<file path="config.mk">
export PLATFORM = sky130hd
export DESIGN_NAME = right_hand_maze_walker
export DESIGN_NICKNAME = d
export VERILOG_FILES = /design/src/rtl/rhmw_pkg.sv /design/src/rtl/right_hand_maze_walker.sv /design/src/rtl/rhmw_ctrl.sv /design/src/rtl/rhmw_dp.sv
export SDC_FILE = /design/constraint.sdc
export NUM_CORES = 1
export LEC_CHECK = 0
export ABC_AREA = 1
export BUFFER_PORTS_ARGS = -buffer_cell sky130_fd_sc_hd__buf_2
export CAP_MARGIN = 20
export CORE_MARGIN = 2
export CORE_UTILIZATION = 45
export CTS_BUF_LIST = sky130_fd_sc_hd__clkbuf_4 sky130_fd_sc_hd__clkbuf_8
export DETAILED_ROUTE_END_ITERATION = 6
export HOLD_SLACK_MARGIN = 0.12
export PLACE_DENSITY = 0.62
export SLEW_MARGIN = 15
export SYNTH_ARGS = -nofsm -noshare
export SYNTH_HDL_FRONTEND = slang
export SYNTH_SLANG_ARGS = --single-unit
</file>
<file path="constraint.sdc">
create_clock -name clk -period 4.8 [get_ports clk]
set_input_delay 0.48 -clock clk [delete_from_list [all_inputs] [get_ports clk]]
set_output_delay 0.48 -clock clk [all_outputs]
set_load 0.03 [all_outputs]
</file>
<file path="src/rtl/rhmw_pkg.sv">
package rhmw_pkg;

	// Position range that the 4-bit coordinates can reach
	localparam int POS_LIMIT = 16;

	// Default storage size
	localparam int MAX_ROWS_DEF = 16;
	localparam int MAX_COLS_DEF = 16;

	// Reset size of the active grid
	localparam logic [4:0] ACTIVE_RESET = 5'd12;

	// Input command codes
	localparam logic [1:0] CMD_WRITE = 2'd0;
	localparam logic [1:0] CMD_START = 2'd1;
	localparam logic [1:0] CMD_STEP  = 2'd2;

	// Walk status codes
	localparam logic [1:0] STAT_WALK    = 2'd0;
	localparam logic [1:0] STAT_EXIT    = 2'd1;
	localparam logic [1:0] STAT_NO_EXIT = 2'd2;
	localparam logic [1:0] STAT_IDLE    = 2'd3;

	// Heading codes
	localparam logic [1:0] HD_RIGHT = 2'd0;
	localparam logic [1:0] HD_DOWN  = 2'd1;
	localparam logic [1:0] HD_LEFT  = 2'd2;
	localparam logic [1:0] HD_UP    = 2'd3;

	// Configuration register indexes
	localparam logic REG_ACTIVE_ROWS = 1'b0;
	localparam logic REG_ACTIVE_COLS = 1'b1;

	typedef struct packed {
		logic [1:0] command;
		logic [3:0] row;
		logic [3:0] col;
		logic       open;
	} in_word_t;

	typedef struct packed {
		logic [3:0] pos_row;
		logic [3:0] pos_col;
		logic [1:0] heading;
		logic [1:0] status;
	} out_word_t;

	// Which map row the datapath reads
	typedef enum logic [1:0] {
		RD_UP,
		RD_MID,
		RD_DN,
		RD_ITEM
	} rd_sel_t;

	typedef struct packed {
		logic    load_item;
		logic    rd_en;
		rd_sel_t rd_sel;
		logic    cap_up;
		logic    cap_mid;
		logic    cap_dn;
		logic    wr_cell;
		logic    do_start;
		logic    do_step;
		logic    load_out;
	} ctrl_cmd_t;

	typedef struct packed {
		logic [1:0] command;
		logic       walking;
		logic       wr_in_range;
		logic       out_free;
	} dp_stat_t;

endpackage

</file>
<file path="src/rtl/right_hand_maze_walker.sv">
// Right-hand wall follower on a grid of open and wall cells.
// Input channel (in_valid/in_ready/in_word) takes one word per command:
// write one cell, start a walk at row/col heading right, or take one step.
// Every input word gives exactly one result word on the output channel
// (out_valid/out_ready/out_word): walker position, heading and walk status.
// Configuration (cfg_valid/cfg_ready/cfg_index/cfg_data) sets the active
// row and column counts; cfg_ready is always high, write only while idle.
// A start or an ignored command goes straight to the result, a cell write does
// a map row read-modify-write, and a step does three map row reads through the
// single read port, then the move. One word is in work at a time: a new word
// is accepted only after the last result is loaded into the output register.
// The output register parts the two sides: the next word is accepted while a
// result waits; if the receiver stalls, the following result holds inside
// and input stalls until the output register frees.
// Reset clears the map to all wall (per-row valid bits, no clearing pass),
// the walker to row 0, column 0, heading right, status idle, grid 12 x 12.
module right_hand_maze_walker #(
	parameter int MAX_ROWS = rhmw_pkg::MAX_ROWS_DEF,
	parameter int MAX_COLS = rhmw_pkg::MAX_COLS_DEF
) (
	input  logic                clk,
	input  logic                arst_n,
	input  logic                in_valid,
	output logic                in_ready,
	input  rhmw_pkg::in_word_t  in_word,
	output logic                out_valid,
	input  logic                out_ready,
	output rhmw_pkg::out_word_t out_word,
	input  logic                cfg_valid,
	output logic                cfg_ready,
	input  logic                cfg_index,
	input  logic [4:0]          cfg_data
);

	rhmw_pkg::ctrl_cmd_t cmd;
	rhmw_pkg::dp_stat_t  stat;

	assign cfg_ready = 1'b1;

	rhmw_ctrl u_ctrl (
		.clk      (clk),
		.arst_n   (arst_n),
		.in_valid (in_valid),
		.in_ready (in_ready),
		.stat     (stat),
		.cmd      (cmd)
	);

	rhmw_dp #(
		.MAX_ROWS (MAX_ROWS),
		.MAX_COLS (MAX_COLS)
	) u_dp (
		.clk       (clk),
		.arst_n    (arst_n),
		.in_word   (in_word),
		.cmd       (cmd),
		.stat      (stat),
		.cfg_valid (cfg_valid),
		.cfg_index (cfg_index),
		.cfg_data  (cfg_data),
		.out_word  (out_word),
		.out_valid (out_valid),
		.out_ready (out_ready)
	);

endmodule

</file>
<file path="src/rtl/rhmw_ctrl.sv">
module rhmw_ctrl (
	input  logic                clk,
	input  logic                arst_n,
	input  logic                in_valid,
	output logic                in_ready,
	input  rhmw_pkg::dp_stat_t  stat,
	output rhmw_pkg::ctrl_cmd_t cmd
);

	typedef enum logic [2:0] {
		S_IDLE,
		S_DECODE,
		S_RD1,
		S_RD2,
		S_RD3,
		S_STEP,
		S_WR,
		S_RESULT
	} state_t;

	state_t state_q;
	state_t state_nx;

	assign in_ready = (state_q == S_IDLE);

	// Sequence the map reads and updates for one word
	always_comb begin
		cmd = '0;
		cmd.rd_sel = rhmw_pkg::RD_MID;
		state_nx = state_q;
		unique case (state_q)
			S_IDLE: begin
				if (in_valid) begin
					cmd.load_item = 1'b1;
					state_nx = S_DECODE;
				end
			end
			S_DECODE: begin
				unique case (stat.command)
					rhmw_pkg::CMD_WRITE: begin
						if (stat.wr_in_range) begin
							cmd.rd_en = 1'b1;
							cmd.rd_sel = rhmw_pkg::RD_ITEM;
							state_nx = S_WR;
						end else begin
							state_nx = S_RESULT;
						end
					end
					rhmw_pkg::CMD_START: begin
						cmd.do_start = 1'b1;
						state_nx = S_RESULT;
					end
					rhmw_pkg::CMD_STEP: begin
						if (stat.walking) begin
							cmd.rd_en = 1'b1;
							cmd.rd_sel = rhmw_pkg::RD_UP;
							state_nx = S_RD1;
						end else begin
							state_nx = S_RESULT;
						end
					end
					default: begin
						state_nx = S_RESULT;
					end
				endcase
			end
			S_RD1: begin
				cmd.cap_up = 1'b1;
				cmd.rd_en = 1'b1;
				cmd.rd_sel = rhmw_pkg::RD_MID;
				state_nx = S_RD2;
			end
			S_RD2: begin
				cmd.cap_mid = 1'b1;
				cmd.rd_en = 1'b1;
				cmd.rd_sel = rhmw_pkg::RD_DN;
				state_nx = S_RD3;
			end
			S_RD3: begin
				cmd.cap_dn = 1'b1;
				state_nx = S_STEP;
			end
			S_STEP: begin
				cmd.do_step = 1'b1;
				state_nx = S_RESULT;
			end
			S_WR: begin
				cmd.wr_cell = 1'b1;
				state_nx = S_RESULT;
			end
			S_RESULT: begin
				if (stat.out_free) begin
					cmd.load_out = 1'b1;
					state_nx = S_IDLE;
				end
			end
			default: begin
				state_nx = S_IDLE;
			end
		endcase
	end

	// Hold state
	always_ff @(posedge clk or negedge arst_n) begin
		if (!arst_n) begin
			state_q <= S_IDLE;
		end else begin
			state_q <= state_nx;
		end
	end

	a_one_update: assert property (@(posedge clk) disable iff (!arst_n)
		$onehot0({cmd.wr_cell, cmd.do_start, cmd.do_step, cmd.load_out}))
		else $error("more than one state update in a cycle");

	a_load_free: assert property (@(posedge clk) disable iff (!arst_n)
		cmd.load_out |-> stat.out_free)
		else $error("result loaded over a waiting word");

	a_step_walking: assert property (@(posedge clk) disable iff (!arst_n)
		cmd.do_step |-> stat.walking && $past(cmd.cap_dn))
		else $error("step taken without a full neighbor read");

endmodule

</file>
<file path="src/rtl/rhmw_dp.sv">
module rhmw_dp #(
	parameter int MAX_ROWS = rhmw_pkg::MAX_ROWS_DEF,
	parameter int MAX_COLS = rhmw_pkg::MAX_COLS_DEF
) (
	input  logic                 clk,
	input  logic                 arst_n,
	input  rhmw_pkg::in_word_t   in_word,
	input  rhmw_pkg::ctrl_cmd_t  cmd,
	output rhmw_pkg::dp_stat_t   stat,
	input  logic                 cfg_valid,
	input  logic                 cfg_index,
	input  logic [4:0]           cfg_data,
	output rhmw_pkg::out_word_t  out_word,
	output logic                 out_valid,
	input  logic                 out_ready
);

	// Rows and columns that a 4-bit position can reach
	localparam int NR = (MAX_ROWS < rhmw_pkg::POS_LIMIT) ? MAX_ROWS : rhmw_pkg::POS_LIMIT;
	localparam int NC = (MAX_COLS < rhmw_pkg::POS_LIMIT) ? MAX_COLS : rhmw_pkg::POS_LIMIT;
	localparam int AW = $clog2(NR);

	function automatic logic row_bit(input logic [NC-1:0] v, input logic [4:0] idx);
		logic [NC-1:0] s;
		s = v >> idx;
		return s[0];
	endfunction

	rhmw_pkg::in_word_t  item_q;
	rhmw_pkg::out_word_t out_q;
	logic                out_valid_q;
	logic [4:0]          rows_q;
	logic [4:0]          cols_q;
	logic [3:0]          cur_row_q;
	logic [3:0]          cur_col_q;
	logic [1:0]          heading_q;
	logic [3:0]          start_row_q;
	logic [3:0]          start_col_q;
	logic [1:0]          status_q;

	logic [NC-1:0] map_mem [NR];
	logic [NR-1:0] row_vld_q;
	logic [NC-1:0] rd_data_q;
	logic          rd_vld_q;
	logic [NC-1:0] up_q;
	logic [NC-1:0] mid_q;
	logic [NC-1:0] dn_q;

	logic [3:0]    rd_row;
	logic [AW-1:0] rd_addr;
	logic [AW-1:0] wr_addr;
	logic [NC-1:0] rd_word;
	logic [NC-1:0] wr_mask;
	logic [NC-1:0] wr_word;

	logic [4:0] nr;
	logic [4:0] nc;
	logic [4:0] r5;
	logic [4:0] c5;
	logic [3:0] open_dir;
	logic [1:0] hd_right;
	logic [1:0] hd_new;
	logic [3:0] new_row;
	logic [3:0] new_col;
	logic       at_border;

	// Status to the controller
	assign stat.command     = item_q.command;
	assign stat.walking     = (status_q == rhmw_pkg::STAT_WALK);
	assign stat.wr_in_range = ({1'b0, item_q.row} < 5'(NR)) && ({1'b0, item_q.col} < 5'(NC));
	assign stat.out_free    = !out_valid_q || out_ready;

	assign out_word  = out_q;
	assign out_valid = out_valid_q;

	// Pick the map row to read
	always_comb begin
		unique case (cmd.rd_sel)
			rhmw_pkg::RD_UP:   rd_row = cur_row_q - 4'd1;
			rhmw_pkg::RD_MID:  rd_row = cur_row_q;
			rhmw_pkg::RD_DN:   rd_row = cur_row_q + 4'd1;
			rhmw_pkg::RD_ITEM: rd_row = item_q.row;
			default:           rd_row = cur_row_q;
		endcase
	end
	assign rd_addr = rd_row[AW-1:0];
	assign wr_addr = item_q.row[AW-1:0];

	// A row never written reads as all wall
	assign rd_word = rd_vld_q ? rd_data_q : '0;
	assign wr_mask = {{(NC-1){1'b0}}, 1'b1} << item_q.col;
	assign wr_word = item_q.open ? (rd_word | wr_mask) : (rd_word & ~wr_mask);

	// Map memory: one read and one write port
	always_ff @(posedge clk) begin
		if (cmd.rd_en) begin
			rd_data_q <= map_mem[rd_addr];
		end
		if (cmd.wr_cell) begin
			map_mem[wr_addr] <= wr_word;
		end
	end

	// Row valid bits
	always_ff @(posedge clk or negedge arst_n) begin
		if (!arst_n) begin
			row_vld_q <= '0;
			rd_vld_q  <= 1'b0;
		end else begin
			if (cmd.rd_en) begin
				rd_vld_q <= row_vld_q[rd_addr];
			end
			if (cmd.wr_cell) begin
				row_vld_q[wr_addr] <= 1'b1;
			end
		end
	end

	// Capture the item and the neighbor rows
	always_ff @(posedge clk) begin
		if (cmd.load_item) begin
			item_q <= in_word;
		end
		if (cmd.cap_up) begin
			up_q <= rd_word;
		end
		if (cmd.cap_mid) begin
			mid_q <= rd_word;
		end
		if (cmd.cap_dn) begin
			dn_q <= rd_word;
		end
		if (cmd.load_out) begin
			out_q <= '{pos_row: cur_row_q, pos_col: cur_col_q,
				heading: heading_q, status: status_q};
		end
	end

	// Clamp the active grid to at least 2 x 2 and at most what is stored
	always_comb begin
		priority if (rows_q < 5'd2) begin
			nr = 5'd2;
		end else if (rows_q > 5'(NR)) begin
			nr = 5'(NR);
		end else begin
			nr = rows_q;
		end
		priority if (cols_q < 5'd2) begin
			nc = 5'd2;
		end else if (cols_q > 5'(NC)) begin
			nc = 5'(NC);
		end else begin
			nc = cols_q;
		end
	end

	assign r5 = {1'b0, cur_row_q};
	assign c5 = {1'b0, cur_col_q};

	// Open neighbors, cells outside the active grid are wall
	always_comb begin
		open_dir[rhmw_pkg::HD_RIGHT] = (r5 < nr) && ((c5 + 5'd1) < nc)
			&& row_bit(mid_q, c5 + 5'd1);
		open_dir[rhmw_pkg::HD_DOWN]  = ((r5 + 5'd1) < nr) && (c5 < nc)
			&& row_bit(dn_q, c5);
		open_dir[rhmw_pkg::HD_LEFT]  = (c5 != 5'd0) && (r5 < nr) && ((c5 - 5'd1) < nc)
			&& row_bit(mid_q, c5 - 5'd1);
		open_dir[rhmw_pkg::HD_UP]    = (r5 != 5'd0) && ((r5 - 5'd1) < nr) && (c5 < nc)
			&& row_bit(up_q, c5);
	end

	// Right-hand rule: right, forward, left, back
	assign hd_right = heading_q + 2'd1;
	always_comb begin
		priority if (open_dir[hd_right]) begin
			hd_new = hd_right;
		end else if (open_dir[heading_q]) begin
			hd_new = heading_q;
		end else if (open_dir[heading_q + 2'd3]) begin
			hd_new = heading_q + 2'd3;
		end else if (open_dir[heading_q + 2'd2]) begin
			hd_new = heading_q + 2'd2;
		end else begin
			hd_new = hd_right;
		end
	end

	// Advance one cell if the chosen cell is open
	always_comb begin
		new_row = cur_row_q;
		new_col = cur_col_q;
		if (open_dir[hd_new]) begin
			unique case (hd_new)
				rhmw_pkg::HD_RIGHT: new_col = cur_col_q + 4'd1;
				rhmw_pkg::HD_DOWN:  new_row = cur_row_q + 4'd1;
				rhmw_pkg::HD_LEFT:  new_col = cur_col_q - 4'd1;
				rhmw_pkg::HD_UP:    new_row = cur_row_q - 4'd1;
				default:            new_row = cur_row_q;
			endcase
		end
	end

	assign at_border = (new_row == 4'd0) || (new_col == 4'd0)
		|| ({1'b0, new_row} == (nr - 5'd1)) || ({1'b0, new_col} == (nc - 5'd1));

	// Walker state, configuration and result valid
	always_ff @(posedge clk or negedge arst_n) begin
		if (!arst_n) begin
			rows_q      <= rhmw_pkg::ACTIVE_RESET;
			cols_q      <= rhmw_pkg::ACTIVE_RESET;
			cur_row_q   <= '0;
			cur_col_q   <= '0;
			heading_q   <= rhmw_pkg::HD_RIGHT;
			start_row_q <= '0;
			start_col_q <= '0;
			status_q    <= rhmw_pkg::STAT_IDLE;
			out_valid_q <= 1'b0;
		end else begin
			if (cfg_valid) begin
				unique case (cfg_index)
					rhmw_pkg::REG_ACTIVE_ROWS: rows_q <= cfg_data;
					rhmw_pkg::REG_ACTIVE_COLS: cols_q <= cfg_data;
					default:                   rows_q <= rows_q;
				endcase
			end
			if (cmd.do_start) begin
				cur_row_q   <= item_q.row;
				cur_col_q   <= item_q.col;
				start_row_q <= item_q.row;
				start_col_q <= item_q.col;
				heading_q   <= rhmw_pkg::HD_RIGHT;
				status_q    <= rhmw_pkg::STAT_WALK;
			end
			if (cmd.do_step) begin
				cur_row_q <= new_row;
				cur_col_q <= new_col;
				heading_q <= hd_new;
				if (at_border) begin
					status_q <= ((new_row == start_row_q) && (new_col == start_col_q))
						? rhmw_pkg::STAT_NO_EXIT : rhmw_pkg::STAT_EXIT;
				end
			end
			if (cmd.load_out) begin
				out_valid_q <= 1'b1;
			end else if (out_ready) begin
				out_valid_q <= 1'b0;
			end
		end
	end

	a_start_state: assert property (@(posedge clk) disable iff (!arst_n)
		cmd.do_start |=> status_q == rhmw_pkg::STAT_WALK && heading_q == rhmw_pkg::HD_RIGHT
			&& cur_row_q == start_row_q && cur_col_q == start_col_q)
		else $error("start did not set up the walk");

	a_row_written: assert property (@(posedge clk) disable iff (!arst_n)
		cmd.wr_cell |=> row_vld_q[$past(wr_addr)])
		else $error("written row not marked valid");

	a_step_ends: assert property (@(posedge clk) disable iff (!arst_n)
		cmd.do_step |=> status_q != rhmw_pkg::STAT_IDLE)
		else $error("step left the walker idle");

endmodule
</file>
Yosys cells after proc, flatten, opt, wreduce, memory -nomap -nowiden
Memories as Yosys holds them, arrays and structs flattened. A register that Yosys moved wholly into a read port is not among the register bits.
Index checks and enable logic that the tools add are counted.
Storage, ports and cells
  flip-flop bits (word level): 122
  memory bits (writable): 256
  bits of input ports: 22
  logic and storage cells: 180
  memories: 1
Memory list
  u_dp.map_mem: depth 16, width 16, rd ports 1, clocked after memory_dff 1, wr ports 1, RTL line rhmw_dp.sv:41  | logic [NC-1:0] map_mem [NR];
Cells by class
  add/subtract/negate cells: 13
  magnitude comparators: 18
  equality and inequality tests: 21
  shift-type cells: 5
  mux-type cells: 62
  bitwise logic cells: 5
  reduce and logical (&&, ||, !) cells: 32
Operators with widths (count)
  $mux 16: 2
  $or 16x16->16: 2
  $shr 16x4->1: 2
  $shr 16x5->1: 2
  $mux 4: 6
  $mux 1: 22
  $pmux 3 s7: 1
  $lt 5x5->1: 4
  $mux 2: 10
  $mux 5: 4
  $and 16x16->16: 1
  $not 16->16: 1
  $pmux 4 s2: 2
  $pmux 4 s4: 1
  $shl 1x4->16 const A: 1
  $lt 2x3->1 const B: 5
  $eq 3x3->1 const B: 4
  $logic_and 1x1->1: 12
  $mux 3: 4
  $pmux 3 s2: 2
  $add 4x1->5 const B: 2
  $bmux 1 s2: 5
  $eq 2x2->1 const B: 5
  $eq 4x5->1: 2
  29 further kinds: 54

Longest topological paths before layout
Gate-level depths: netlist of the first run.
  word-level depth: 22
  depth in mapped cells: 40
  gate-level depth less buffers: 39

Hierarchy
Synthesis of the first run repeated with hierarchy kept, for this count alone.
Second synthesis, totals
  cells, all modules: 1737
  area total of the unflattened synthesis: 18013.5 um^2
By module, submodules not included
  rhmw_dp: instances 1, cells an instance 1687, area each 17703.2 um^2
  rhmw_ctrl: instances 1, cells an instance 48, area each 299.0 um^2
  right_hand_maze_walker: instances 1, cells an instance 2, area each 11.3 um^2

Worst setup path before layout of the first run
Ideal clock, no wire load.
  path kind: reg-to-reg
  start point: reg u_dp.cur_col_q[1]
  end point: reg u_dp.status_q[1]
  library setup time: 0.058 ns
  arrival time: 3.793 ns
  data required time: 4.742 ns
  slack: 0.949 ns
  stages on the path, launching flop included: 36
  path buffers: 1
  clock period less this slack: 3.851 ns
  cells stage by stage: dfrtp_1 > inv_1 > buf_2 > ha_1 > xor2_1 > ha_1 > a21oi_1 > nor2_1 > nor2_1 > nand3_1 > nor2_2 > nand3_1 > nand2_1 > nand2_1 > o21ai_1 > inv_1 > nand2_2 > nand2_1 > nand2_4 > nand3_1 > nand2_1 > nand2_1 > ha_1 > o21ai_0 > nand2_1 > nand2_1 > nand2_1 > nor2_1 > nand2_1 > nand2_1 > nor2_1 > nand2_1 > nand2_1 > nand2_1 > nand2_1 > inv_1
On the way
  longest elaborated chain between the ends: 19
RTL lines
  start, declared: RTL line rhmw_dp.sv:35  | logic [3:0] cur_col_q;
  start signal, assigned: RTL line rhmw_dp.sv:228  | cur_col_q <= item_q.col;
  start signal, assigned: RTL line rhmw_dp.sv:236  | cur_col_q <= new_col;
  parallel branches: the longest is 17 deep, another holds $add 4x1->5
  $mux 2 (*): RTL line rhmw_dp.sv:238  | if (at_border) begin
  $mux 2 (*): RTL line rhmw_dp.sv:234  | if (cmd.do_step) begin
  end signal, assigned: RTL line rhmw_dp.sv:216  | status_q <= rhmw_pkg::STAT_IDLE;
  end signal, assigned: RTL line rhmw_dp.sv:232  | status_q <= rhmw_pkg::STAT_WALK;
  end signal, assigned: RTL line rhmw_dp.sv:239  | status_q <= ((new_row == start_row_q) && (new_col == start_col_q))
  end, declared: RTL line rhmw_dp.sv:39  | logic [1:0] status_q;
Every way passes the cells marked *. The select of a mux whose other input is x is not followed.
A chain may end at the register's enable or synchronous reset.

Worst setup path in the final report of the first run
  start point: reg u_dp.cols_q[4]
  end point: reg u_dp.status_q[1]
On the way
  longest elaborated chain between the ends: 21
RTL lines
  start, declared: RTL line rhmw_dp.sv:33  | logic [4:0] cols_q;
  start signal, assigned: RTL line rhmw_dp.sv:210  | cols_q <= rhmw_pkg::ACTIVE_RESET;
  start signal, assigned: RTL line rhmw_dp.sv:222  | rhmw_pkg::REG_ACTIVE_COLS: cols_q <= cfg_data;
  $gt 5x5->1: RTL line rhmw_dp.sv:150  | end else if (cols_q > 5'(NC)) begin
  $mux 5: RTL line rhmw_dp.sv:150
  $mux 5 (*): RTL line rhmw_dp.sv:148  | priority if (cols_q < 5'd2) begin
  $lt 5x5->1, or another cell as far along: RTL line rhmw_dp.sv:162  | open_dir[rhmw_pkg::HD_RIGHT] = (r5 < nr) && ((c5 + 5'd1) < nc)
  $logic_and 1x1->1, on equally long branches (2 in series)
  $bmux 1 s2: RTL line rhmw_dp.sv:181  | end else if (open_dir[heading_q + 2'd2]) begin
  $mux 1 (not written as such): RTL line rhmw_dp.sv:181
  $mux 2: RTL line rhmw_dp.sv:181
  (+3 left out)
  $eq 2x2->1, or another cell as far along: RTL line rhmw_dp.sv:193  | unique case (hd_new)
  $pmux 4 s2 or $mux 1 (tied branches): RTL line rhmw_dp.sv:193, rhmw_dp.sv:192
  $mux 4: RTL line rhmw_dp.sv:192  | if (open_dir[hd_new]) begin
  $logic_not 4->1: RTL line rhmw_dp.sv:203  | assign at_border = (new_row == 4'd0) || (new_col == 4'd0)
  $logic_or 1x1->1: RTL line rhmw_dp.sv:203
  $logic_or 1x1->1 (2 in series): RTL line rhmw_dp.sv:204  | || ({1'b0, new_row} == (nr - 5'd1)) || ({1'b0, new_col} == (nc - 5'd1));
  $mux 2 (*): RTL line rhmw_dp.sv:238
  $mux 2 (*): RTL line rhmw_dp.sv:234
Every way passes the cells marked *; elsewhere a longest branch is shown, timed or not. The select of a mux whose other input is x is not followed.

==> results of run 1 <==
-- metal layers --
metal / global-route usage [%] / vias to the layer above / part of all wire [%]
met2: 35.8 / 434 / 46
met4: 9.78 / 0 / 3.7
met3: 4.38 / 120 / 6.0
li1: - / 6178 / -
met1: 29.7 / 6170 / 44
met5: 0 / - / 0
-- worst max-delay path by stage --
stage	from	to	slack, ps
final	u_dp.cols_q[4]	u_dp.status_q[1]	490
after detailed placement	u_dp.rows_q[1]	u_dp.status_q[1]	430
after floorplan	u_dp.cur_col_q[1]	u_dp.status_q[1]	950
after global routing	u_dp.rows_q[4]	u_dp.status_q[1]	3
after global placement	u_dp.rows_q[4]	u_dp.status_q[1]	440
after CTS	u_dp.rows_q[0]	u_dp.status_q[1]	400
-- tightest hold or removal path, stage by stage --
cell	delay (ps)
buf_2	90
inv_1	70
o21ai_0	100
-- logic make-up (layout without fill, tap and decap cells) --
logic type	after synthesis	in the layout	share of synthesized area, %
other	1	1	0.0207
XOR/XNOR	17	17	0.824
adder cells (fa/ha/maj)	30	30	2.08
multiplexers	3	3	0.187
buffers and inverters	243	389	5.34
AND/OR/NAND/NOR	728	728	16.8
AO/OA/AOI/OAI	313	313	10.7
flip-flops	394	394	64.1
-- what timing repair did --
action	CTS	global route
buffers inserted	0	0
hold endpoints to repair	63	0
hold buffers	16	0
endpoints found under the setup margin	0	2
gates resized for setup	0	7
-- power groups by stage --
| stage | logic (mW) | clock network [mW] | registers (mW) |
|---|---|---|---|
| after global routing | 8.50 | 3.27 | 4.96 |
| after global placement | 7.39 | 0 | 4.97 |
| after floorplan | 5.42 | 0 | 4.96 |
| after CTS | 7.53 | 3.14 | 4.91 |
| final | 7.57 | 3.07 | 4.91 |
| after detailed placement | 7.49 | 0 | 4.98 |
-- area by class of cell --
class | instances | area, µm²
multi-input combinational | 1092 | 5630
inverter | 170 | 643
timing repair buffer | 103 | 763
fill | 3482 | 19100
clock buffer | 86 | 1080
clock inverter | 30 | 251
sequential | 394 | 11600
tap | 525 | 657
-- flip-flops by register name, indices dropped and copies added (netlist names), 2 cells and up --
register,cells
u_ctrl.state_q,3
u_dp.cols_q,5
u_dp.cur_col_q,4
u_dp.cur_row_q,4
u_dp.dn_q,16
u_dp.heading_q,2
u_dp.item_q,5
u_dp.map_mem,256
u_dp.mid_q,16
u_dp.out_word,12
u_dp.rd_data_q,16
u_dp.row_vld_q,16
u_dp.rows_q,5
u_dp.start_col_q,4
u_dp.start_row_q,4
u_dp.stat,2
u_dp.status_q,2
u_dp.up_q,16
u_dp.wr_addr,4
-- cell usage in the layout (no fill, tap or decap), types with 43 or more instances in the layout --
master / netlist / layout
a21oi_1: 81 / 81
buf_4: 3 / 49
clkbuf_8: 0 / 70
dfrtp_1: 45 / 43
edfxtp_1: 343 / 343
inv_1: 163 / 160
nand2_1: 502 / 502
nand3_1: 89 / 89
nor2_1: 75 / 59
o21ai_0: 100 / 100
==> impl_metrics.yaml, run 1 <==
setup_path:
  crit_path_max_fanout: 7
  critical_path_class: "register to register"
  arrival_ps: 4880
  cp.required_ps: 5370
  crit_path_top_delay_cell: "a22oi_1"
  timing.rr.end: "u_dp.status_q[1]"
  rrSetupSlack_ps: 490
  max_stage_delay_ps: 560
  path_buf_inv: 3
  path_depth: 31
  path_common_cell: "nand2_1"
  r2r_start: "u_dp.cols_q[4]"
  critical-path-top-delay-family: "simple AND/OR/NAND/NOR gates"
  critPathLaunchType: "register"
  endpoint_kind: "register"
  reg2regPathDepth: 31
hold_path:
  whs_path_depth: 3
  hp-start: "cfg_data[0]"
  hold_end: "u_dp.rows_q[0]"
  hold_class: "input pin to register"
cells_and_area:
  final_core_util_pct: 51.9
  postLayoutCellArea_um2: 20600
  instances_no_fill: 2400
  final_nets: 1880
  layout-drive-gt1-share_pct: 14.3
  antenna_cells: 0
  syn_to_final_growth_pct: 14.0
clock_network:
  cts_made_buffers: 67
  clk_latency_ps: 640
  tritoncts: "built"
  cts_num_sinks: 394
  cts_max_level: 3
  path_clk_slew_ps: 70
  root_buffer: "clkbuf_8"
  cts_buffer_depth: 3
timing:
  rsz0062_at_grt: "no"
  holdWs_ps: 166
  slew_violations: 0
  hold_viol_final: 0
  timing.fmax_ghz: 0.232
  setup_slack_ps: 489
  fin_tns_setup_ps: 0
  fin_worst_skew_ps: 27.4
  tightest_slew_ps: 1120
  post-route-min-period_ps: 4310
  fin_crit_sh_pct: 89.8
  finalSetupViolCount: 0
  relSlewSlack_pct: 25.1
yosys:
  synth_area_leaders: "edfxtp_1 57%, nand2_1 10%, dfrtp_1 6.2%"
  synth.top_cell.area_share_pct: 57.0
  post-synth-top-count-cell: "nand2_1"
  syn_nets: 1781
  synth_top_area_cell: "edfxtp_1"
  synth_area_per_cell_um2: 10.5
  yosys_register_bits: 394
  synth_common_cells: "502 x nand2_1, 343 x edfxtp_1, 163 x inv_1"
  synth_ff_type: "edfxtp_1"
  ys_types: 48
  ys_seq_area_share_pct: 64.1
  async_reset_ff_share_pct: 12.9
  synth-edff-count: 343
  ys_warn_count: 0
  netlist_area_um2: 18100
  synth_cells: 1729
die:
  rows: 73
  core_area_um2: 39700
  dieHeight_um: 204
  die-area_um2: 41800
  start_util_pct: 45.5
  io_pins: 37
  die_w_um: 204
drt:
  drc: 0
  viasPerCell: 5.38
  firstDrtPassIters: 5
  ant_nets: 0
  via_count: 12902
  wl_um: 45900
  wl_per_cell_um: 19.1
  drtIter0Drc: 1203
global_routing:
  grt_usage_pct: 22.4
  grt_max_degree: 139
  grt_pass1_wl_um: 70500
  grt_overflow_total: 0
  antenna_found_initial: 0
  grt_pass1_vias: 12447
power_and_ir_drop:
  power.share.sequential_pct: 31.6
  ir_worst_vdd_uv: 552
  leakagePower_nw: 8.28
  p_int_mw: 8.72
  power_frac_clock_pct: 19.7
  p_per_area_nw_per_um2: 755
  p_comb_share_pct: 48.7
  switchingPower_mw: 6.84
  swShare_pct: 44.0
  total_power_mw: 15.6
placement:
  placed_cell_area_um2: 19100
  io_buffers: 35
  post-place-cells: 2268
  pre_cts_ws_ps: 427
  dp_hpwl_um: 27400
  gpl.final_weighted_congestion: 0.908
run:
  drv_cap: 0
outcome:
  status: "finished clean"
Power figures use the tool's default switching activity.
==> run 2, diff against run 1 <==
==> constraint.sdc (replaced) <==
create_clock -name clk -period 4.8 [get_ports clk]
set_input_delay 0.96 -clock clk [delete_from_list [all_inputs] [get_ports clk]]
set_output_delay 0.96 -clock clk [all_outputs]
set_load 0.03 [all_outputs]
==> run 2 against run 1 <==
  * Worst setup slack better by 18 ps
  * Via count down 0.40%
  * Largest power group unchanged
  * Register-to-register slack better by 20 ps
  * First-iteration DRC count down 1.5%
  * Non-clock buffer count down 16
  * Critical path type unchanged
  * Combinational power about the same
  * Maximum frequency up 0.41%
  * Core utilization down 0.40 points
==> impl_metrics.yaml, run 2 (synthesized netlist as in run 1, its figures left out) <==
setup_path:
  path_buf_inv: 4
  reg2regPathDepth: 31
  rrSetupSlack_ps: 510
  timing.rr.end: "u_dp.status_q[1]"
  path_common_cell: "nand2_1"
  critical_path_class: "register to register"
  r2r_start: "u_dp.cols_q[4]"
  crit_path_top_delay_cell: "a22oi_1"
  endpoint_kind: "register"
  crit_path_max_fanout: 7
  critPathLaunchType: "register"
  max_stage_delay_ps: 560
  arrival_ps: 4860
  cp.required_ps: 5370
  critical-path-top-delay-family: "simple AND/OR/NAND/NOR gates"
die:
  dieHeight_um: 204
  rows: 73
  core_area_um2: 39700
  start_util_pct: 45.5
  die-area_um2: 41800
  io_pins: 37
  die_w_um: 204
cells_and_area:
  layout_common_cells: "502 x nand2_1, 343 x edfxtp_1, 160 x inv_1, 100 x o21ai_0, 89 x nand3_1"
  instances_no_fill: 2384
  final_nets: 1864
  layout-drive-gt1-share_pct: 14.4
  fillers: 3497
  final_common_cell: "nand2_1"
  syn_to_final_growth_pct: 13.2
  regMostFlops: "u_dp.map_mem"
  antenna_cells: 0
  largest_reg_flops: 256
placement:
  io_buffers: 35
  post-place-cells: 2268
  gpl.final_weighted_congestion: 0.908
  dp_hpwl_um: 27400
power_and_ir_drop:
  leakagePower_nw: 8.22
  ir_worst_vdd_uv: 547
  p_per_area_nw_per_um2: 759
clock_network:
  clk_latency_ps: 640
  cts_max_level: 3
  tritoncts: "built"
  ctsResizeCount: 0
  cts_buffer_depth: 3
  holdBufCountCts: 0
  cts_num_sinks: 394
  cts_setup_buffers: 0
  root_buffer: "clkbuf_8"
  path_clk_slew_ps: 70
  cts_made_buffers: 67
timing:
  slew_violations: 0
  hold_viol_final: 0
  fin_worst_skew_ps: 26.3
  timing.fmax_ghz: 0.233
  rsz0062_at_grt: "no"
  fin_tns_setup_ps: 0
  finalSetupViolCount: 0
  tightest_slew_ps: 1090
  fin_crit_sh_pct: 89.4
  relSlewSlack_pct: 27.0
  post-route-min-period_ps: 4290
drt:
  via_count: 12851
  viasPerCell: 5.39
  firstDrtPassIters: 6
  wl_um: 45900
  drtIter0Drc: 1185
  drc: 0
  wl_per_cell_um: 19.2
  ant_nets: 0
global_routing:
  grt_overflow_total: 0
  antenna_found_initial: 0
  grt_usage_pct: 22.4
  grt_max_degree: 139
  grt_pass1_wl_um: 70400
  grt_pass1_vias: 12420
outcome:
  status: "finished clean"
run:
  drv_cap: 0
hold_path:
  hold_class: "input pin to asynchronous set/reset pin"
[run 2: cell types whose count changed in the layout (fill, tap and decap cells not counted), sizes merged]
| cell | previous run | this run |
|---|---|---|
| dlygate4sd3 | 16 | 0 |
[run 2: through the flow]
stage	setup WS [ps]	hold slack, ps	total power [mW]	area [µm²]	util [%]
floorplan	949	420	10.4	18100	-
global placement	443	440	12.4	19100	48.0
detailed placement	427	447	12.5	19100	48.0
CTS	402	441	15.6	20400	51.4
global route	2.97	470	16.7	20500	51.5
finish	507	455	15.5	20500	51.5
[run 2: power breakdown]
part	total (mW)	switching (mW)	internal [mW]
sequential	4.91	0.251	4.66
combinational	7.56	5.20	2.35
clock	3.07	1.37	1.70
[run 2: final cells by class]
cell class,count,area (µm²),area share [%]
clock inverter,30,251,1.23
timing repair buffer,87,603,2.95
clock buffer,86,1080,5.30
tap,525,657,3.21
inverter,170,643,3.14
sequential,394,11600,56.6
multi-input combinational,1092,5630,27.5
[run 2: how the worst max path moves through the flow]
stage               slack, ps               end  cells after the start               from
finish                    510  u_dp.status_q[1]                     31     u_dp.cols_q[4]
global route                3  u_dp.status_q[1]                     32     u_dp.rows_q[4]
CTS                       400  u_dp.status_q[1]                     34     u_dp.rows_q[0]
detailed placement        430  u_dp.status_q[1]                     34     u_dp.rows_q[1]
global placement          440  u_dp.status_q[1]                     34     u_dp.rows_q[4]
floorplan                 950  u_dp.status_q[1]                     35  u_dp.cur_col_q[1]
[run 2: layer usage]
layer | share of wire (%) | up-vias | track usage (%)
li1 | - | 6153 | -
met1 | 44 | 6143 | 29.7
met2 | 46 | 433 | 35.8
met3 | 6.1 | 122 | 4.40
met4 | 3.7 | 0 | 9.78
met5 | 0 | - | 0
==> run 3, diff against run 2 <==
--- a/config.mk
+++ b/config.mk
@@ -5,7 +5,7 @@
 export SDC_FILE = /design/constraint.sdc
 export NUM_CORES = 1
 export LEC_CHECK = 0
-export ABC_AREA = 1
+export ABC_AREA = 0
 export BUFFER_PORTS_ARGS = -buffer_cell sky130_fd_sc_hd__buf_2
 export CAP_MARGIN = 20
 export CORE_MARGIN = 2
==> run 3 against run 2 <==
  * Clock skew increased by 4.8 ps
  * Power decreased by 11%
  * Sequential share of layout area increased by 0.82 points
  * Flip-flop and latch count unchanged
  * Non-clock buffer count increased by 10
  * Cell count decreased by 27%
  * Area after synthesis decreased by 3.7%
  * Clock power increased by 2%
  * Largest power group unchanged
==> impl_metrics.yaml, run 3 <==
placement:
  post-place-cells: 1619
  io_buffers: 35
  gpl.final_weighted_congestion: 0.864
  pre_cts_ws_ps: 44.6
  dp_hpwl_um: 23800
drt:
  via_count: 9856
  wl_um: 40000
  ant_nets: 0
  wl_per_cell_um: 22.9
  viasPerCell: 5.64
  drtIter0Drc: 655
  firstDrtPassIters: 5
  drc: 0
timing:
  hold_viol_final: 0
  setup_slack_ps: 157
  finalSetupViolCount: 0
  post-route-min-period_ps: 4640
  fin_worst_skew_ps: 31.1
  fin_crit_sh_pct: 96.7
  tightest_slew_ps: 799
  slew_violations: 0
  rsz0062_at_grt: "yes"
  relSlewSlack_pct: 46.7
  fin_tns_setup_ps: 0
  timing.fmax_ghz: 0.215
yosys:
  ys_warn_count: 0
  syn_nets: 1116
  yosys_register_bits: 394
  synth.top_cell.area_share_pct: 59.2
  netlist_area_um2: 17400
  synth-edff-count: 343
  synth_area_leaders: "edfxtp_1 59%, mux4_2 9.8%, dfrtp_1 6.5%"
  synth_common_cells: "343 x edfxtp_1, 76 x mux4_2, 58 x nor2_1"
  ys_seq_area_share_pct: 66.6
  synth_top_area_cell: "edfxtp_1"
  synth_area_per_cell_um2: 16.4
  synth_ff_type: "edfxtp_1"
  ys_types: 71
  post-synth-top-count-cell: "edfxtp_1"
  async_reset_ff_share_pct: 12.9
  synth_cells: 1064
setup_path:
  r2r_start: "u_dp.cur_col_q[0]"
  reg2regPathDepth: 21
  critical_path_class: "register to register"
  timing.rr.end: "u_dp.status_q[1]"
  arrival_ps: 5180
  crit_path_max_fanout: 5
  endpoint_kind: "register"
  critPathLaunchType: "register"
  rrSetupSlack_ps: 160
  crit_path_top_delay_cell: "dfrtp_1"
  cp.required_ps: 5330
  cp_cell_sequence: "inv_2 > ha_4 > xor2_4 > ha_4 > a21o_1 > a21o_1 > a2111oi_4 > and3_4 > a22oi_2 > or2_4 > a22oi_2 > xnor2_1 > ha_2 > nor2_2 > nand2_1 > mux2_4 > xnor2_2 > nor3_1 > a311o_1 > a21oi_2 > mux2_4"
  max_stage_delay_ps: 430
hold_path:
  hold_end: "u_dp.row_vld_q[4]"
  whs_path_depth: 1
  hp-start: "u_dp.row_vld_q[4]"
  hold_class: "register to register"
clock_network:
  holdBufCountCts: 0
  cts_max_level: 3
  path_clk_slew_ps: 60
  cts_num_sinks: 394
  clk_latency_ps: 620
  cts_made_buffers: 69
  cts_buffer_depth: 3
  root_buffer: "clkbuf_8"
  tritoncts: "built"
cells_and_area:
  layout_common_cells: "343 x edfxtp_1, 76 x mux4_2, 76 x clkbuf_8, 58 x buf_4, 45 x nor2_1"
  regMostFlops: "u_dp.map_mem"
  layout-drive-gt1-share_pct: 33.1
  syn_to_final_growth_pct: 15.9
  instances_no_fill: 1748
  final_common_cell: "edfxtp_1"
  antenna_cells: 0
  largest_reg_flops: 256
  final_nets: 1231
die:
  die_w_um: 201
  rows: 72
  die-area_um2: 40300
  dieHeight_um: 201
  start_util_pct: 45.3
  core_area_um2: 38400
  io_pins: 37
power_and_ir_drop:
  total_power_mw: 13.8
  ir_worst_vdd_uv: 363
  leakagePower_nw: 7.07
  p_per_area_nw_per_um2: 686
run:
  drv_cap: 0
global_routing:
  grt_max_degree: 69
  grt_overflow_total: 0
  grt_pass1_wl_um: 60800
  grt_usage_pct: 20.2
  grt_pass1_vias: 10032
  antenna_found_initial: 0
outcome:
  status: "finished clean"
## run 3: changes by cell type in the layout (fill, tap and decap cells not counted), moves of 43 or more
cell,before,now
nand3_1,89,22
a21oi_1,81,38
mux4_2,0,76
nand2_1,502,34
inv_1,160,13
o21ai_0,100,16
## run 3: kinds of logic after synthesis
group                    after synthesis  share of synthesized area [%]
AO/OA/AOI/OAI                        137                           5.43
buffers and inverters                 70                           1.68
multiplexers                         146                           14.8
XOR/XNOR                              33                           1.77
flip-flops                           394                           66.6
AND/OR/NAND/NOR                      253                           7.53
adder cells (fa/ha/maj)               30                           2.16
other                                  1                         0.0216
## run 3: through the flow
step	utilization (%)	instance area [µm²]	hold slack, ps
after floorplan	-	17500	423
after global placement	48.4	18600	445
after detailed placement	48.4	18600	448
after CTS	52.1	20000	462
after global routing	52.5	20200	472
final	52.5	20200	462
## run 3: critical path: cells and delay by family, from the launching register on
kind | cells | cell delay, ps
compound gates | 7 | 1510
xor+xnor | 3 | 480
fa+ha+maj | 3 | 600
buf+inv | 1 | 140
flops | 1 | 430
mux | 2 | 660
simple gates | 5 | 710
## run 3: layer usage
metal	track usage, %	up-vias	part of all wire [%]
li1	-	4450	-
met1	26.6	5057	43
met2	33.9	267	50
met3	3.44	82	4.2
met4	7.57	0	2.7
met5	0	-	0
## run 3: worst max-delay path by stage
| stage | startpoint | end | slack [ps] | cells after the start |
|---|---|---|---|---|
| CTS | u_dp.cur_row_q[0] | u_dp.status_q[1] | 2 | 22 |
| global route | u_dp.cur_col_q[0] | u_dp.status_q[1] | -40 | 21 |
| detailed placement | u_dp.cur_row_q[0] | u_dp.status_q[1] | 40 | 22 |
| finish | u_dp.cur_col_q[0] | u_dp.status_q[1] | 160 | 21 |
| floorplan | u_dp.cur_col_q[0] | u_dp.status_q[1] | 30 | 23 |
| global placement | u_dp.cur_row_q[0] | u_dp.status_q[1] | 70 | 22 |
## run 3: power breakdown
group          internal, mW  leakage (nW)  switching [mW]
clock                  1.76         0.752            1.37
combinational          2.57          2.58            3.20
sequential             4.65          3.74           0.281
## run 3: layout make-up
class	instances	area, µm²
sequential	394	11600
fill	3156	18200
inverter	17	63.8
timing repair buffer	97	682
clock buffer	99	1220
multi-input combinational	600	5770
clock inverter	23	189
tap	518	648
## run 3: repair_timing
action | 4_1_cts | 5_1_grt
hold endpoints to repair | 0 | 0
gates resized for setup | 0 | 24
endpoints found under the setup margin | 0 | 2
buffers inserted | 0 | 7
